### src/rtl/sls_pkg.sv
`timescale 1ns / 1ps

package sls_pkg;

  typedef enum logic [1:0] {
    FN_CTRL = 2'd0,
    FN_TICK = 2'd1,
    FN_DRST = 2'd2,
    FN_DATA = 2'd3
  } func_t;

  typedef enum logic {
    ST_IDLE,
    ST_EXEC
  } state_t;

  localparam logic [7:0] SC_MASK   = 8'h81;
  localparam logic [7:0] SC_START  = 8'h80;
  localparam logic [7:0] SC_MASTER = 8'h01;
  localparam logic [7:0] FILL_BYTE = 8'hFF;
  localparam logic [3:0] NBITS     = 4'd8;

  typedef struct packed {
    logic [7:0] data_byte;
    logic [7:0] control_bits;
    logic       active;
    logic       have_pb;
    logic       sent;
    logic [7:0] partner_byte;
    logic [3:0] bits_shifted;
    logic [3:0] edge_count;
  } port_state_t;

  typedef struct packed {
    logic tx_valid;
    logic rx_taken;
    logic flush;
    logic shift;
  } step_flags_t;

endpackage

### src/rtl/sls_step.sv
`timescale 1ns / 1ps

module sls_step import sls_pkg::*; (
  input  port_state_t cur,
  input  func_t       func,
  input  logic [7:0]  data,
  input  logic        div_old_bit,
  input  logic        div_new_bit,
  input  logic        link_connected,
  input  logic        link_rx_valid,
  input  logic [7:0]  link_rx_byte,
  output port_state_t nxt,
  output step_flags_t flags
);

  logic [7:0] sc;
  logic       fall;
  logic       run_m;
  logic       run_s;

  always_comb begin
    nxt   = cur;
    flags = '0;
    sc    = data & SC_MASK;
    fall  = (func == FN_TICK) ? (div_old_bit & ~div_new_bit) : div_old_bit;
    run_m = cur.active && ((cur.control_bits & SC_MASTER) != 8'h00) &&
            (func == FN_TICK || func == FN_DRST);
    run_s = cur.active && ((cur.control_bits & SC_MASTER) == 8'h00) &&
            (func == FN_TICK);
    case (func)
      FN_CTRL: begin
        if (!(cur.active && sc == cur.control_bits && (sc & SC_START) != 8'h00)) begin
          nxt.control_bits = sc;
          if ((sc & SC_START) != 8'h00) begin
            nxt.active       = 1'b1;
            nxt.have_pb      = 1'b0;
            nxt.bits_shifted = '0;
            nxt.sent         = 1'b0;
            nxt.partner_byte = FILL_BYTE;
            nxt.edge_count   = '0;
          end else begin
            nxt.active = 1'b0;
          end
          if (cur.active && cur.control_bits != sc) begin
            flags.flush = 1'b1;
            nxt.have_pb = 1'b0;
          end
        end
      end
      FN_DATA: begin
        nxt.data_byte = data;
      end
      default: begin
        if (run_m || run_s) begin
          if (fall && cur.edge_count < NBITS) begin
            nxt.edge_count = cur.edge_count + 4'd1;
          end
        end
        if (run_m) begin
          if (!cur.sent) begin
            flags.tx_valid = link_connected;
            nxt.sent       = 1'b1;
          end
          if (!cur.have_pb) begin
            if (!link_connected) begin
              nxt.partner_byte = FILL_BYTE;
              nxt.have_pb      = 1'b1;
            end else if (link_rx_valid) begin
              nxt.partner_byte = link_rx_byte;
              nxt.have_pb      = 1'b1;
              flags.rx_taken   = 1'b1;
            end
          end
          flags.shift = nxt.have_pb && fall;
        end else if (run_s) begin
          if (!cur.have_pb) begin
            if (link_rx_valid) begin
              nxt.partner_byte = link_rx_byte;
              nxt.have_pb      = 1'b1;
              nxt.bits_shifted = '0;
              flags.rx_taken   = 1'b1;
              flags.tx_valid   = 1'b1;
              flags.shift      = fall;
            end
          end else begin
            flags.shift = fall;
          end
        end
      end
    endcase
  end

endmodule

### src/rtl/sls_shift.sv
`timescale 1ns / 1ps

module sls_shift import sls_pkg::*; (
  input  port_state_t cur,
  output port_state_t nxt,
  output logic        more,
  output logic        done
);

  logic [2:0] sel;

  always_comb begin
    nxt  = cur;
    done = 1'b0;
    sel  = 3'd7 - cur.bits_shifted[2:0];
    if (cur.bits_shifted < NBITS) begin
      nxt.bits_shifted = cur.bits_shifted + 4'd1;
      nxt.data_byte    = {cur.data_byte[6:0], cur.partner_byte[sel]};
    end
    more = (nxt.edge_count > nxt.bits_shifted) && (nxt.bits_shifted < NBITS);
    if (!more && nxt.bits_shifted >= NBITS) begin
      nxt.have_pb      = 1'b0;
      nxt.active       = 1'b0;
      nxt.control_bits = cur.control_bits & ~SC_START;
      done             = 1'b1;
    end
  end

endmodule

### src/rtl/serial_link_shift_port_top.sv
`timescale 1ns / 1ps

// Channel  Handshake              Fields
// in       in_valid / in_ready    func, data, div_old_bit, div_new_bit,
//                                 link_connected, link_rx_valid, link_rx_byte
// out      out_valid / out_ready  tx_valid, tx_byte, rx_taken, flush_link,
//                                 transfer_done, data_reg, control_reg
//
// A word passes through IDLE and then EXEC, where the one-bit shift unit shifts at most
// one bit per pass; a catch-up stays in EXEC for each further bit, up to eight in all.
// A new word is taken while the previous result still waits in the output register.
// A stalled output holds the last cycle of the current word until the register frees.
// Reset clears the FSM and port state, loads the partner byte with 0xFF and empties the output.

module serial_link_shift_port_top import sls_pkg::*; (
  input  logic       clk,
  input  logic       rst,
  input  logic       in_valid,
  output logic       in_ready,
  input  logic [1:0] func,
  input  logic [7:0] data,
  input  logic       div_old_bit,
  input  logic       div_new_bit,
  input  logic       link_connected,
  input  logic       link_rx_valid,
  input  logic [7:0] link_rx_byte,
  output logic       out_valid,
  input  logic       out_ready,
  output logic       tx_valid,
  output logic [7:0] tx_byte,
  output logic       rx_taken,
  output logic       flush_link,
  output logic       transfer_done,
  output logic [7:0] data_reg,
  output logic [7:0] control_reg
);

  state_t      state, state_next;
  port_state_t st, st_next;
  port_state_t step_nxt, sh_nxt;
  step_flags_t step_flags, fl, fl_next;
  logic        pend, pend_next;
  logic        done_r, done_next;
  logic [7:0]  tx_hold, tx_next;
  logic        sh_more, sh_done;
  logic        last, emit;

  sls_step u_step (
    .cur            (st),
    .func           (func_t'(func)),
    .data           (data),
    .div_old_bit    (div_old_bit),
    .div_new_bit    (div_new_bit),
    .link_connected (link_connected),
    .link_rx_valid  (link_rx_valid),
    .link_rx_byte   (link_rx_byte),
    .nxt            (step_nxt),
    .flags          (step_flags)
  );

  sls_shift u_shift (
    .cur  (st),
    .nxt  (sh_nxt),
    .more (sh_more),
    .done (sh_done)
  );

  assign in_ready = (state == ST_IDLE);

  always_ff @(posedge clk) begin
    if (rst) begin
      state  <= ST_IDLE;
      pend   <= 1'b0;
      done_r <= 1'b0;
      fl     <= '0;
      st     <= '{data_byte: 8'h00, control_bits: 8'h00, active: 1'b0, have_pb: 1'b0,
                  sent: 1'b0, partner_byte: FILL_BYTE, bits_shifted: 4'd0,
                  edge_count: 4'd0};
    end else begin
      state  <= state_next;
      pend   <= pend_next;
      done_r <= done_next;
      fl     <= fl_next;
      st     <= st_next;
    end
  end

  always_ff @(posedge clk) begin
    tx_hold <= tx_next;
  end

  always_comb begin
    state_next = state;
    st_next    = st;
    pend_next  = pend;
    done_next  = done_r;
    fl_next    = fl;
    tx_next    = tx_hold;
    last       = 1'b0;
    emit       = 1'b0;
    case (state)
      ST_IDLE: begin
        if (in_valid) begin
          st_next    = step_nxt;
          fl_next    = step_flags;
          pend_next  = step_flags.shift;
          done_next  = 1'b0;
          tx_next    = st.data_byte;
          state_next = ST_EXEC;
        end
      end
      ST_EXEC: begin
        if (pend) begin
          st_next = sh_nxt;
          if (!sh_more) begin
            pend_next = 1'b0;
            done_next = sh_done;
          end
        end
        last = !pend || !sh_more;
        if (last && (!out_valid || out_ready)) begin
          emit       = 1'b1;
          state_next = ST_IDLE;
        end
      end
      default: begin
        state_next = ST_IDLE;
      end
    endcase
  end

  always_ff @(posedge clk) begin
    if (rst) begin
      out_valid <= 1'b0;
    end else if (emit) begin
      out_valid <= 1'b1;
    end else if (out_ready) begin
      out_valid <= 1'b0;
    end
  end

  always_ff @(posedge clk) begin
    if (emit) begin
      tx_valid      <= fl_next.tx_valid;
      tx_byte       <= tx_next;
      rx_taken      <= fl_next.rx_taken;
      flush_link    <= fl_next.flush;
      transfer_done <= done_next;
      data_reg      <= st_next.data_byte;
      control_reg   <= st_next.control_bits;
    end
  end

`ifndef SYNTH
  a_pend_active: assert property (@(posedge clk) disable iff (rst)
    pend |-> (st.active && st.have_pb))
    else $error("shift pending without an active transfer holding a partner byte");

  a_idle_no_pend: assert property (@(posedge clk) disable iff (rst)
    (state == ST_IDLE) |-> !pend)
    else $error("shift pending while idle");

  a_done_clears_start: assert property (@(posedge clk) disable iff (rst)
    (out_valid && transfer_done) |-> !control_reg[7])
    else $error("transfer done reported with start bit still set");

  a_counts_bounded: assert property (@(posedge clk) disable iff (rst)
    (st.bits_shifted <= NBITS) && (st.edge_count <= NBITS))
    else $error("bit or edge count beyond eight");
`endif

endmodule

### config.mk
export PLATFORM = sky130hd
export DESIGN_NAME = serial_link_shift_port_top
export DESIGN_NICKNAME = d
export VERILOG_FILES = /design/src/rtl/sls_pkg.sv /design/src/rtl/sls_step.sv /design/src/rtl/sls_shift.sv /design/src/rtl/serial_link_shift_port_top.sv
export SDC_FILE = /design/constraint.sdc
export NUM_CORES = 1
export LEC_CHECK = 0
export ABC_AREA = 0
export BUFFER_PORTS_ARGS = -buffer_cell sky130_fd_sc_hd__buf_2
export CAP_MARGIN = 40
export CORE_ASPECT_RATIO = 0.6
export CORE_MARGIN = 10
export CORE_UTILIZATION = 56
export CTS_CLUSTER_SIZE = 25
export DETAILED_ROUTE_END_ITERATION = 10
export PLACE_DENSITY_LB_ADDON = 0.15
export SKIP_LAST_GASP = 1
export SLEW_MARGIN = 40
export SYNTH_ARGS = -nofsm -noshare
export SYNTH_HDL_FRONTEND = slang
export SYNTH_SLANG_ARGS = --single-unit
### constraint.sdc
create_clock -name clk -period 5.1 [get_ports clk]
set_clock_uncertainty 0.15 [all_clocks]
set_input_delay 0.765 -clock clk [delete_from_list [all_inputs] [get_ports clk]]
set_output_delay 0.765 -clock clk [all_outputs]
set_load 0.005 [all_outputs]
Word-level counts from Yosys, hierarchy flattened
Cells that the tools add are included.
{ "word_totals": {"word_cells": 163, "input_bits": 26, "regBits": 79, "output_inout_bits": 30} }
{ "classes": {"bitwise_logic": 3, "eq_ne": 26, "n_lt_le_gt_ge": 6, "addsub": 3, "reduce_logical": 30, "mux": 71} }
{ "ops": {"columns": ["op", "count"], "rows": [
  ["$mux 35", 2],
  ["$pmux 35 s2", 1],
  ["$mux 8", 8],
  ["$mux 1", 37],
  ["$mux 12", 3],
  ["$pmux 18 s2", 1],
  ["$mux 27", 1],
  ["$mux 4", 6],
  ["$mux 18", 1],
  ["$ne 3x1->1 const B", 5],
  ["$reduce_and 7->1", 2],
  ["$logic_and 1x1->1", 12],
  ["$lt 4x4->1 const B", 3],
  ["$mux 10", 1],
  ["$mux 2", 5],
  ["$reduce_and 10->1", 1],
  ["$mux 9", 1],
  ["$ne 3x3->1 const B", 3],
  ["$reduce_and 9->1", 1],
  ["$add 4x1->4 const B", 2],
  ["$eq 8x8->1", 1],
  ["$logic_not 8->1", 1],
  ["$ne 4x1->1 const B", 2],
  ["$ne 4x4->1 const B", 2],
  ["other kinds (24)", 37]
]} }

Depth between registers and ports, before layout
Gate-level depths: netlist (run 1).
{ "depth": {"ltp_word": 10, "depth_mapped": 9} }

Modules after synthesis
Synthesis (run 1) repeated with hierarchy kept, for this count alone.
{ "hier_totals": {"hier_cells": 495, "hier_area_um2": 4662.0} }
{ "by_module_without_submodules": {"columns": ["module", "area_each_um2", "instances", "cells_per_inst"], "rows": [
  ["serial_link_shift_port_top", 3120.5, 1, 290],
  ["sls_step", 1047.3, 1, 146],
  ["sls_shift", 494.2, 1, 59]
]} }

Least setup slack after synthesis (run 1)
OpenSTA, ideal clock, no wires.
{ "synth_path": {"path_type": "reg-to-reg", "startpoint": "register st[5] (netlist name)", "endpoint": "register control_reg[0] (enable)", "setup_ps": 432, "arrival_time_ps": 3071, "path_buffers": 0, "period_less_slack_ps": 3653, "setup_slack_ps": 1447, "path_stages_with_launch": 8, "required_time_ps": 4518, "cell_sequence": "dfxtp_1 -> ha_1 -> mux2i_1 -> ha_1 -> nor2b_1 -> o21ai_0 -> a21oi_1 -> a31oi_1"} }
{ "synth_via": {"elab_chain_len": 9} }
{ "synth_rtl": {"columns": ["item", "line_no", "source"], "rows": [
  ["start, declared", "serial_link_shift_port_top.sv:39", "port_state_t st, st_next;"],
  ["start signal, assigned", "serial_link_shift_port_top.sv:76", "st <= '{data_byte: 8'h00, control_bits: 8'h00, active: 1'b0, have_pb: 1'b0,"],
  ["start signal, assigned", "serial_link_shift_port_top.sv:84", "st <= st_next;"],
  ["$add 4x1->4 / $lt 4x4->1 (equally long branches)", "sls_shift.sv:17, sls_shift.sv:16", null],
  ["$mux 4 *", "sls_shift.sv:16", "if (cur.bits_shifted < NBITS) begin"],
  ["$gt 4x4->1 / $lt 4x4->1 (equally long branches)", "sls_shift.sv:20", "more = (nxt.edge_count > nxt.bits_shifted) && (nxt.bits_shifted < NBITS);"],
  ["$logic_and 1x1->1 *", "sls_shift.sv:20", null],
  ["$logic_not 1->1 *", "serial_link_shift_port_top.sv:120", "last = !pend || !sh_more;"],
  ["$logic_or 1x1->1 *", "serial_link_shift_port_top.sv:120", null],
  ["$logic_and 1x1->1 *", "serial_link_shift_port_top.sv:121", "if (last && (!out_valid || out_ready)) begin"],
  ["$mux 1 *", "serial_link_shift_port_top.sv:121", null],
  ["$mux 1 *", "serial_link_shift_port_top.sv:101", "case (state)"],
  ["net emit", "serial_link_shift_port_top.sv:46", "logic last, emit;"],
  ["end signal, assigned", "serial_link_shift_port_top.sv:150", "control_reg <= st_next.control_bits;"],
  ["end, declared", "serial_link_shift_port_top.sv:35", "output logic [7:0] control_reg"]
]} }
The timed path passes the listed nets; every way through them passes the cells marked *.
A chain may end at the register's enable or synchronous reset.

Final worst setup path (run 1)
{ "layout_path": {"startpoint": "register st[4] (netlist name)", "endpoint": "register rx_taken (enable)"} }
{ "layout_via": {"elab_chain_len": 9} }
{ "layout_rtl": {"columns": ["item", "line_no", "source"], "rows": [
  ["$add 4x1->4 / $lt 4x4->1 (equally long branches)", "sls_shift.sv:17, sls_shift.sv:16", null],
  ["$mux 4 *", "sls_shift.sv:16", null],
  ["$gt 4x4->1 / $lt 4x4->1 (equally long branches)", "sls_shift.sv:20", null],
  ["$logic_and 1x1->1 *", "sls_shift.sv:20", null],
  ["$logic_not 1->1 *", "serial_link_shift_port_top.sv:120", null],
  ["$logic_or 1x1->1 *", "serial_link_shift_port_top.sv:120", null],
  ["$logic_and 1x1->1 *", "serial_link_shift_port_top.sv:121", null],
  ["$mux 1 *", "serial_link_shift_port_top.sv:121", null],
  ["$mux 1 *", "serial_link_shift_port_top.sv:101", null],
  ["net emit", "serial_link_shift_port_top.sv:46", null],
  ["end signal, assigned", "serial_link_shift_port_top.sv:146", "rx_taken <= fl_next.rx_taken;"],
  ["end, declared", "serial_link_shift_port_top.sv:31", "output logic rx_taken,"]
]} }
Marked as above.

==> results.yml, run 1 <==
outcome:
  outcome: "complete, no violations"
power:
  power.internal_w: 0.000956
  leakagePower_nw: 1.60
  peakVddDrop_mv: 0.134
  power.share.clock_pct: 35.1
  power_frac_comb_pct: 9.9
  seq_power_share_pct: 55.0
  switching_share_pct: 24.5
  p_switching_w: 0.000310
  power_density_nw_per_um2: 317
drt:
  vias_per_cell: 5.58
  dr.pass1.iters: 5
  post_drt_wl_per_cell_um: 16.7
  antenna_left: 0
  vias: 2604
  drtIter0Drc: 206
  wl_um: 7810
  drcViolationCount: 0
timing:
  max_clock_freq_ghz: 0.344
  period_share_pct: 57.0
  relSlewSlack_pct: 52.5
  maxSlewViolCount: 0
  hold_viol: 0
  period_needed_ns: 2.91
  rsz0062_at_grt: "false"
  tightest_slew_ns: 0.712
  setup_tns_ns: 0
  fin_ws_ns: 2.19
  setup_violations: 0
placement:
  gp_congestion: 0.853
  placed_area_um2: 3800
  hpwl_um: 5670
  dp_cells: 451
  port_buffers: 55
  dp_slack_ns: 2.16
floorplanning:
  start_util_pct: 57.3
  io-pin-count: 56
  die_x_um: 122
  num_rows: 22
  core_um2: 6080
  die_y_um: 81.1
  dieArea_um2: 9880
global_route:
  overflow: 0
  antenna_found_initial: 0
  grt_max_degree: 35
  grt_pass1_vias: 2572
  gr-usage-all-layers_pct: 16.7
  grt_pass1_wl_um: 13000
worst_setup_path:
  cpPeakStageDelay_ns: 0.53
  cp-start-kind: "flip-flop"
  cp-startpoint: "st[4]"
  crit-reg2reg-launch: "st[4]"
  endpoint: "rx_taken"
  crit_type: "reg2reg"
  cpMostUsedCell: "ha_1"
  worstPathRequired_ns: 5.01
  arrival_ns: 2.82
  crit_chain: "ha_1 > mux2i_1 > ha_1 > nor2b_1 > o21ai_0 > a21oi_1 > a31oi_4 > buf_8"
  r2r_slack_ns: 2.19
  critPathMaxFanout: 18
  reg2regPathDepth: 8
  end_kind: "flip-flop"
  slowest_stage: "a31oi_4"
  r2r-end: "rx_taken"
logic_synthesis:
  avgSynthCellArea_um2: 10.7
  syn-num-nets: 361
  netlist_area_um2: 3480
  ys_seq_elements: 78
  seq_area_frac_synth_pct: 52.9
  ys_async_sr_fraction_pct: 0
  netlist.area_leader.share_pct: 28.7
  ys_types: 55
  synth_area_leaders: "dfxtp_1 29%, edfxtp_1 24%, nand2_1 4.6%"
  synth_flop_cell: "dfxtp_1"
  yosysTopAreaCell: "dfxtp_1"
  netlist_top_cells_count: "50 x dfxtp_1, 43 x nand2_1, 28 x edfxtp_1"
  synthCells: 326
  synth_edf_count: 28
  ys.warnings.count: 0
  synth.most_common_cell: "dfxtp_1"
layout:
  seq_area_um2: 1840
  multi_input_area_um2: 1510
  fin_nets: 413
  drive_gt1_share_pct: 25.1
  fillers: 492
  antennaDiodeCount: 0
  fin_area_um2: 3990
  final_cells: 467
  largest_reg_flops: 35
  syn_to_final_growth_pct: 14.4
  regMostFlops: "st"
clocking:
  clkLatencyLatePin_ns: 0.35
  cts_resized: 0
  h-tree-depth: 3
  cts_hold_buf: 0
  cts_buffers: 9
  clkTransAtPathRegs_ns: 0.08
  postCtsSetupRepairBufs: 0
  clock_path_buffers: 2
  cts_tree: "yes"
  numClockSinks: 78
  cts_root_buf: "clkbuf_8"
run:
  max_cap_violations: 0
min_path:
  hold_path_class: "reg2reg"
[stage by stage]
stage / total power [W] / hold WS, ns / utilization [%]
2_1_floorplan: 0.000786 / 0.264 / -
3_3_place_gp: 0.000830 / 0.280 / 62.1
3_5_place_dp: 0.000835 / 0.283 / 62.4
4_1_cts: 0.00128 / 0.301 / 65.5
5_1_grt: 0.00133 / 0.329 / 65.5
6_report: 0.00127 / 0.302 / 65.5
[worst max-delay path, delay by kind of cell (launching register included)]
family	cells	cell delay [ns]
compound gates	3	0.85
buf+inv	1	0.25
mux	1	0.18
flops	1	0.49
fa+ha+maj	2	0.57
simple gates	1	0.13
[area by class of cell]
| class | instances | share of cell area, % |
|---|---|---|
| multi-input combinational | 222 | 37.9 |
| inverter | 9 | 0.847 |
| tap | 84 | 2.64 |
| clock inverter | 6 | 1.54 |
| sequential | 78 | 46.2 |
| timing repair buffer | 58 | 7.66 |
| clock buffer | 10 | 3.20 |
[logic make-up (layout without fill, tap and decap cells)]
family	Yosys count	count (layout)	share of synthesized area (%)
flops	78	78	52.9
simple gates	126	126	19.3
xor+xnor	6	6	1.51
buf+inv	26	83	4.31
compound gates	66	66	13.5
mux	15	15	5.24
fa+ha+maj	9	9	3.23
[placed cells by master (no fill, tap or decap), drive strengths merged, types with 3 or more instances in the layout]
cell,synthesis,routed
a21oi,23,23
ha,9,9
dfxtp,50,50
nand2b,5,5
clkbuf,9,10
nand2,43,43
and2,9,9
and2b,6,6
nor3,4,4
mux2,3,3
clkinv,0,3
and3,7,7
inv,9,10
xnor2,3,3
edfxtp,28,28
o32a,8,8
nor2b,19,19
a31oi,4,4
nor2,16,16
mux2i,10,10
buf,7,58
a211oi,6,6
xor2,3,3
o21ai,5,5
nand3,6,6
[how the worst min path moves through the flow]
| stage | startpoint | slack [ns] | to | cells past startpoint |
|---|---|---|---|---|
| 2_1_floorplan | tx_hold[4] | 0.26 | tx_hold[4] | 2 |
| 3_3_place_gp | tx_hold[3] | 0.28 | tx_hold[3] | 2 |
| 3_5_place_dp | tx_hold[2] | 0.28 | tx_hold[2] | 2 |
| 4_1_cts | tx_hold[2] | 0.30 | tx_hold[2] | 2 |
| 5_1_grt | tx_hold[2] | 0.33 | tx_hold[2] | 2 |
| 6_report | tx_hold[6] | 0.30 | tx_hold[6] | 2 |
[power groups by stage]
stage | Sequential [W] | Clock, W | Combinational, W
global placement | 0.000710 | 0 | 0.000120
detailed placement | 0.000711 | 0 | 0.000125
global route | 0.000701 | 0.000487 | 0.000140
floorplan | 0.000708 | 0 | 0.0000775
CTS | 0.000697 | 0.000458 | 0.000126
finish | 0.000697 | 0.000444 | 0.000125
[per-layer routing]
| metal | GRT usage [%] | routed length, um | part of all wire, % | up-vias |
|---|---|---|---|---|
| met5 | 0 | 0 | 0 | - |
| met1 | 21.7 | 3600 | 46 | 1236 |
| met3 | 5.89 | 608 | 7.8 | 11 |
| li1 | - | - | - | 1277 |
| met2 | 25.9 | 3530 | 45 | 80 |
| met4 | 4.98 | 65 | 0.83 | 0 |
Note: power is estimated with default switching activity, not from simulation.
==> inputs of run 2 (changes only) <==
==> constraint.sdc (replaced) <==
create_clock -name clk -period 3.05 [get_ports clk]
set_clock_uncertainty 0.15 [all_clocks]
set_input_delay 0.4575 -clock clk [delete_from_list [all_inputs] [get_ports clk]]
set_output_delay 0.4575 -clock clk [all_outputs]
set_load 0.005 [all_outputs]
==> run 2 against run 1 <==
Effect of this change:
- utilization is 0.76 points higher
- hold slack worse by 0.13 ns
- global-route usage is 0.54 points lower
- critical path type unchanged
- largest power group unchanged
- sequential power is 66% higher
- clock-buffer cell count stayed put
- critical path depth is 1 higher
- sequential share of layout area is 0.53 points lower
==> results.yml, run 2 (synthesis gave the netlist of run 1 again) <==
clocking:
  cts_tree: "yes"
  h-tree-depth: 3
  cts_buffers: 9
  clkTransAtPathRegs_ns: 0.07
  cts_root_buf: "clkbuf_8"
  cts_resized: 0
  clkLatencyLatePin_ns: 0.34
  postCtsSetupRepairBufs: 0
  numClockSinks: 78
  clock_path_buffers: 2
  cts_hold_buf: 0
drt:
  post_drt_wl_per_cell_um: 16.5
  vias_per_cell: 5.50
  wl_um: 7810
  dr.pass1.iters: 4
  antenna_left: 0
  vias: 2601
  drtIter0Drc: 165
  drcViolationCount: 0
run:
  max_cap_violations: 0
layout:
  regMostFlops: "st"
  largest_reg_flops: 35
  fillers: 496
  final_cells: 473
  drive_gt1_share_pct: 25.4
  final_cell_mix: "55 x buf_2, 50 x dfxtp_1, 43 x nand2_1"
  multi_input_area_um2: 1510
  seq_area_um2: 1840
  fin_nets: 419
  antennaDiodeCount: 0
  syn_to_final_growth_pct: 15.8
  fin_area_um2: 4030
  layout_commonest_cell: "buf_2"
timing:
  hold_viol: 0
  setup_tns_ns: 0
  period_needed_ns: 2.61
  rsz0062_at_grt: "false"
  holdWs_ns: 0.172
  setup_violations: 0
  period_share_pct: 85.6
  max_clock_freq_ghz: 0.383
  relSlewSlack_pct: 52.6
  tightest_slew_ns: 0.704
  maxSlewViolCount: 0
floorplanning:
  die_x_um: 122
  die_y_um: 81.1
  core_um2: 6080
  io-pin-count: 56
  start_util_pct: 57.3
  dieArea_um2: 9880
  num_rows: 22
min_path:
  hold_path_end: "st[12]"
  min_from: "link_rx_byte[4]"
  hold_path_depth: 2
  hold_path_class: "in2reg"
placement:
  placed_area_um2: 3840
  gp_congestion: 0.833
  port_buffers: 55
  dp_cells: 457
  hpwl_um: 5590
worst_setup_path:
  worstPathRequired_ns: 3.00
  r2r-end: "control_reg[2]"
  cp-start-kind: "flip-flop"
  arrival_ns: 2.56
  crit_type: "reg2reg"
  r2r_slack_ns: 0.44
  crit-reg2reg-launch: "st[4]"
  reg2regPathDepth: 9
  critPathMaxFanout: 29
  cp-startpoint: "st[4]"
  end_kind: "flip-flop"
global_route:
  grt_pass1_wl_um: 12900
  grt_max_degree: 35
  grt_pass1_vias: 2582
  overflow: 0
  antenna_found_initial: 0
  gr-usage-all-layers_pct: 16.2
power:
  power_w: 0.00212
  peakVddDrop_mv: 0.300
  leakagePower_nw: 1.62
  power_density_nw_per_um2: 527
outcome:
  outcome: "complete, no violations"
[run 2: changes by cell type in the layout (fill, tap and decap cells not counted)]
cell	delta
buf_4	+6
clkinv_2	-2
nor2b_1	+2
nor2b_2	-2
buf_12	+1
buf_8	-1
clkinv_1	+1
clkinv_4	+1
clkinvlp_4	+1
inv_6	-1
[run 2: through the flow]
step	util (%)	worst slack [ns]
6_report	66.3	0.438
5_1_grt	66.3	0.217
4_1_cts	66.3	0.449
3_5_place_dp	63.2	0.479
3_3_place_gp	63.2	0.543
2_1_floorplan	-	0.0789
[run 2: routing by layer]
layer  part of all wire [%]  vias to the layer above  track usage (%)
met4                   0.88                        0             4.38
met5                      0                        -                0
met3                    7.7                        6             5.06
met1                     47                     1220             21.7
met2                     44                       87             24.8
li1                       -                     1288                -
[run 2: power breakdown]
| group | internal [W] | leakage (nW) | switching [W] |
|---|---|---|---|
| Clock | 0.000375 | 0.0899 | 0.000366 |
| Combinational | 0.0000911 | 0.862 | 0.000132 |
| Sequential | 0.00114 | 0.672 | 0.0000223 |
| Total | 0.00160 | 1.62 | 0.000521 |
[run 2: final cells by class]
class                   count  area share (%)
clock inverters             6            1.55
well taps                  84            2.61
flip-flops and latches     78            45.7
multi-input cells         222            37.4
repair buffers             64            8.81
clock buffers              10            3.16
inverters                   9           0.837
[run 2: worst max-delay path by stage]
| stage | slack, ns | cells after the start | endpoint |
|---|---|---|---|
| after global routing | 0.22 | 10 | state |
| final | 0.44 | 9 | control_reg[2] |
| after global placement | 0.54 | 8 | control_reg[0] |
| after detailed placement | 0.48 | 8 | control_reg[7] |
| after CTS | 0.45 | 8 | data_reg[5] |
| after floorplan | 0.08 | 7 | control_reg[0] |
[run 2: worst max-delay path: stages, from the launching register on]
cell	delay (ns)
dfxtp_1	0.52
ha_1	0.20
nor2b_1	0.18
xnor2_1	0.18
ha_1	0.28
nand4_1	0.07
o21ai_0	0.09
a21oi_1	0.35
a31oi_4	0.15
buf_12	0.20
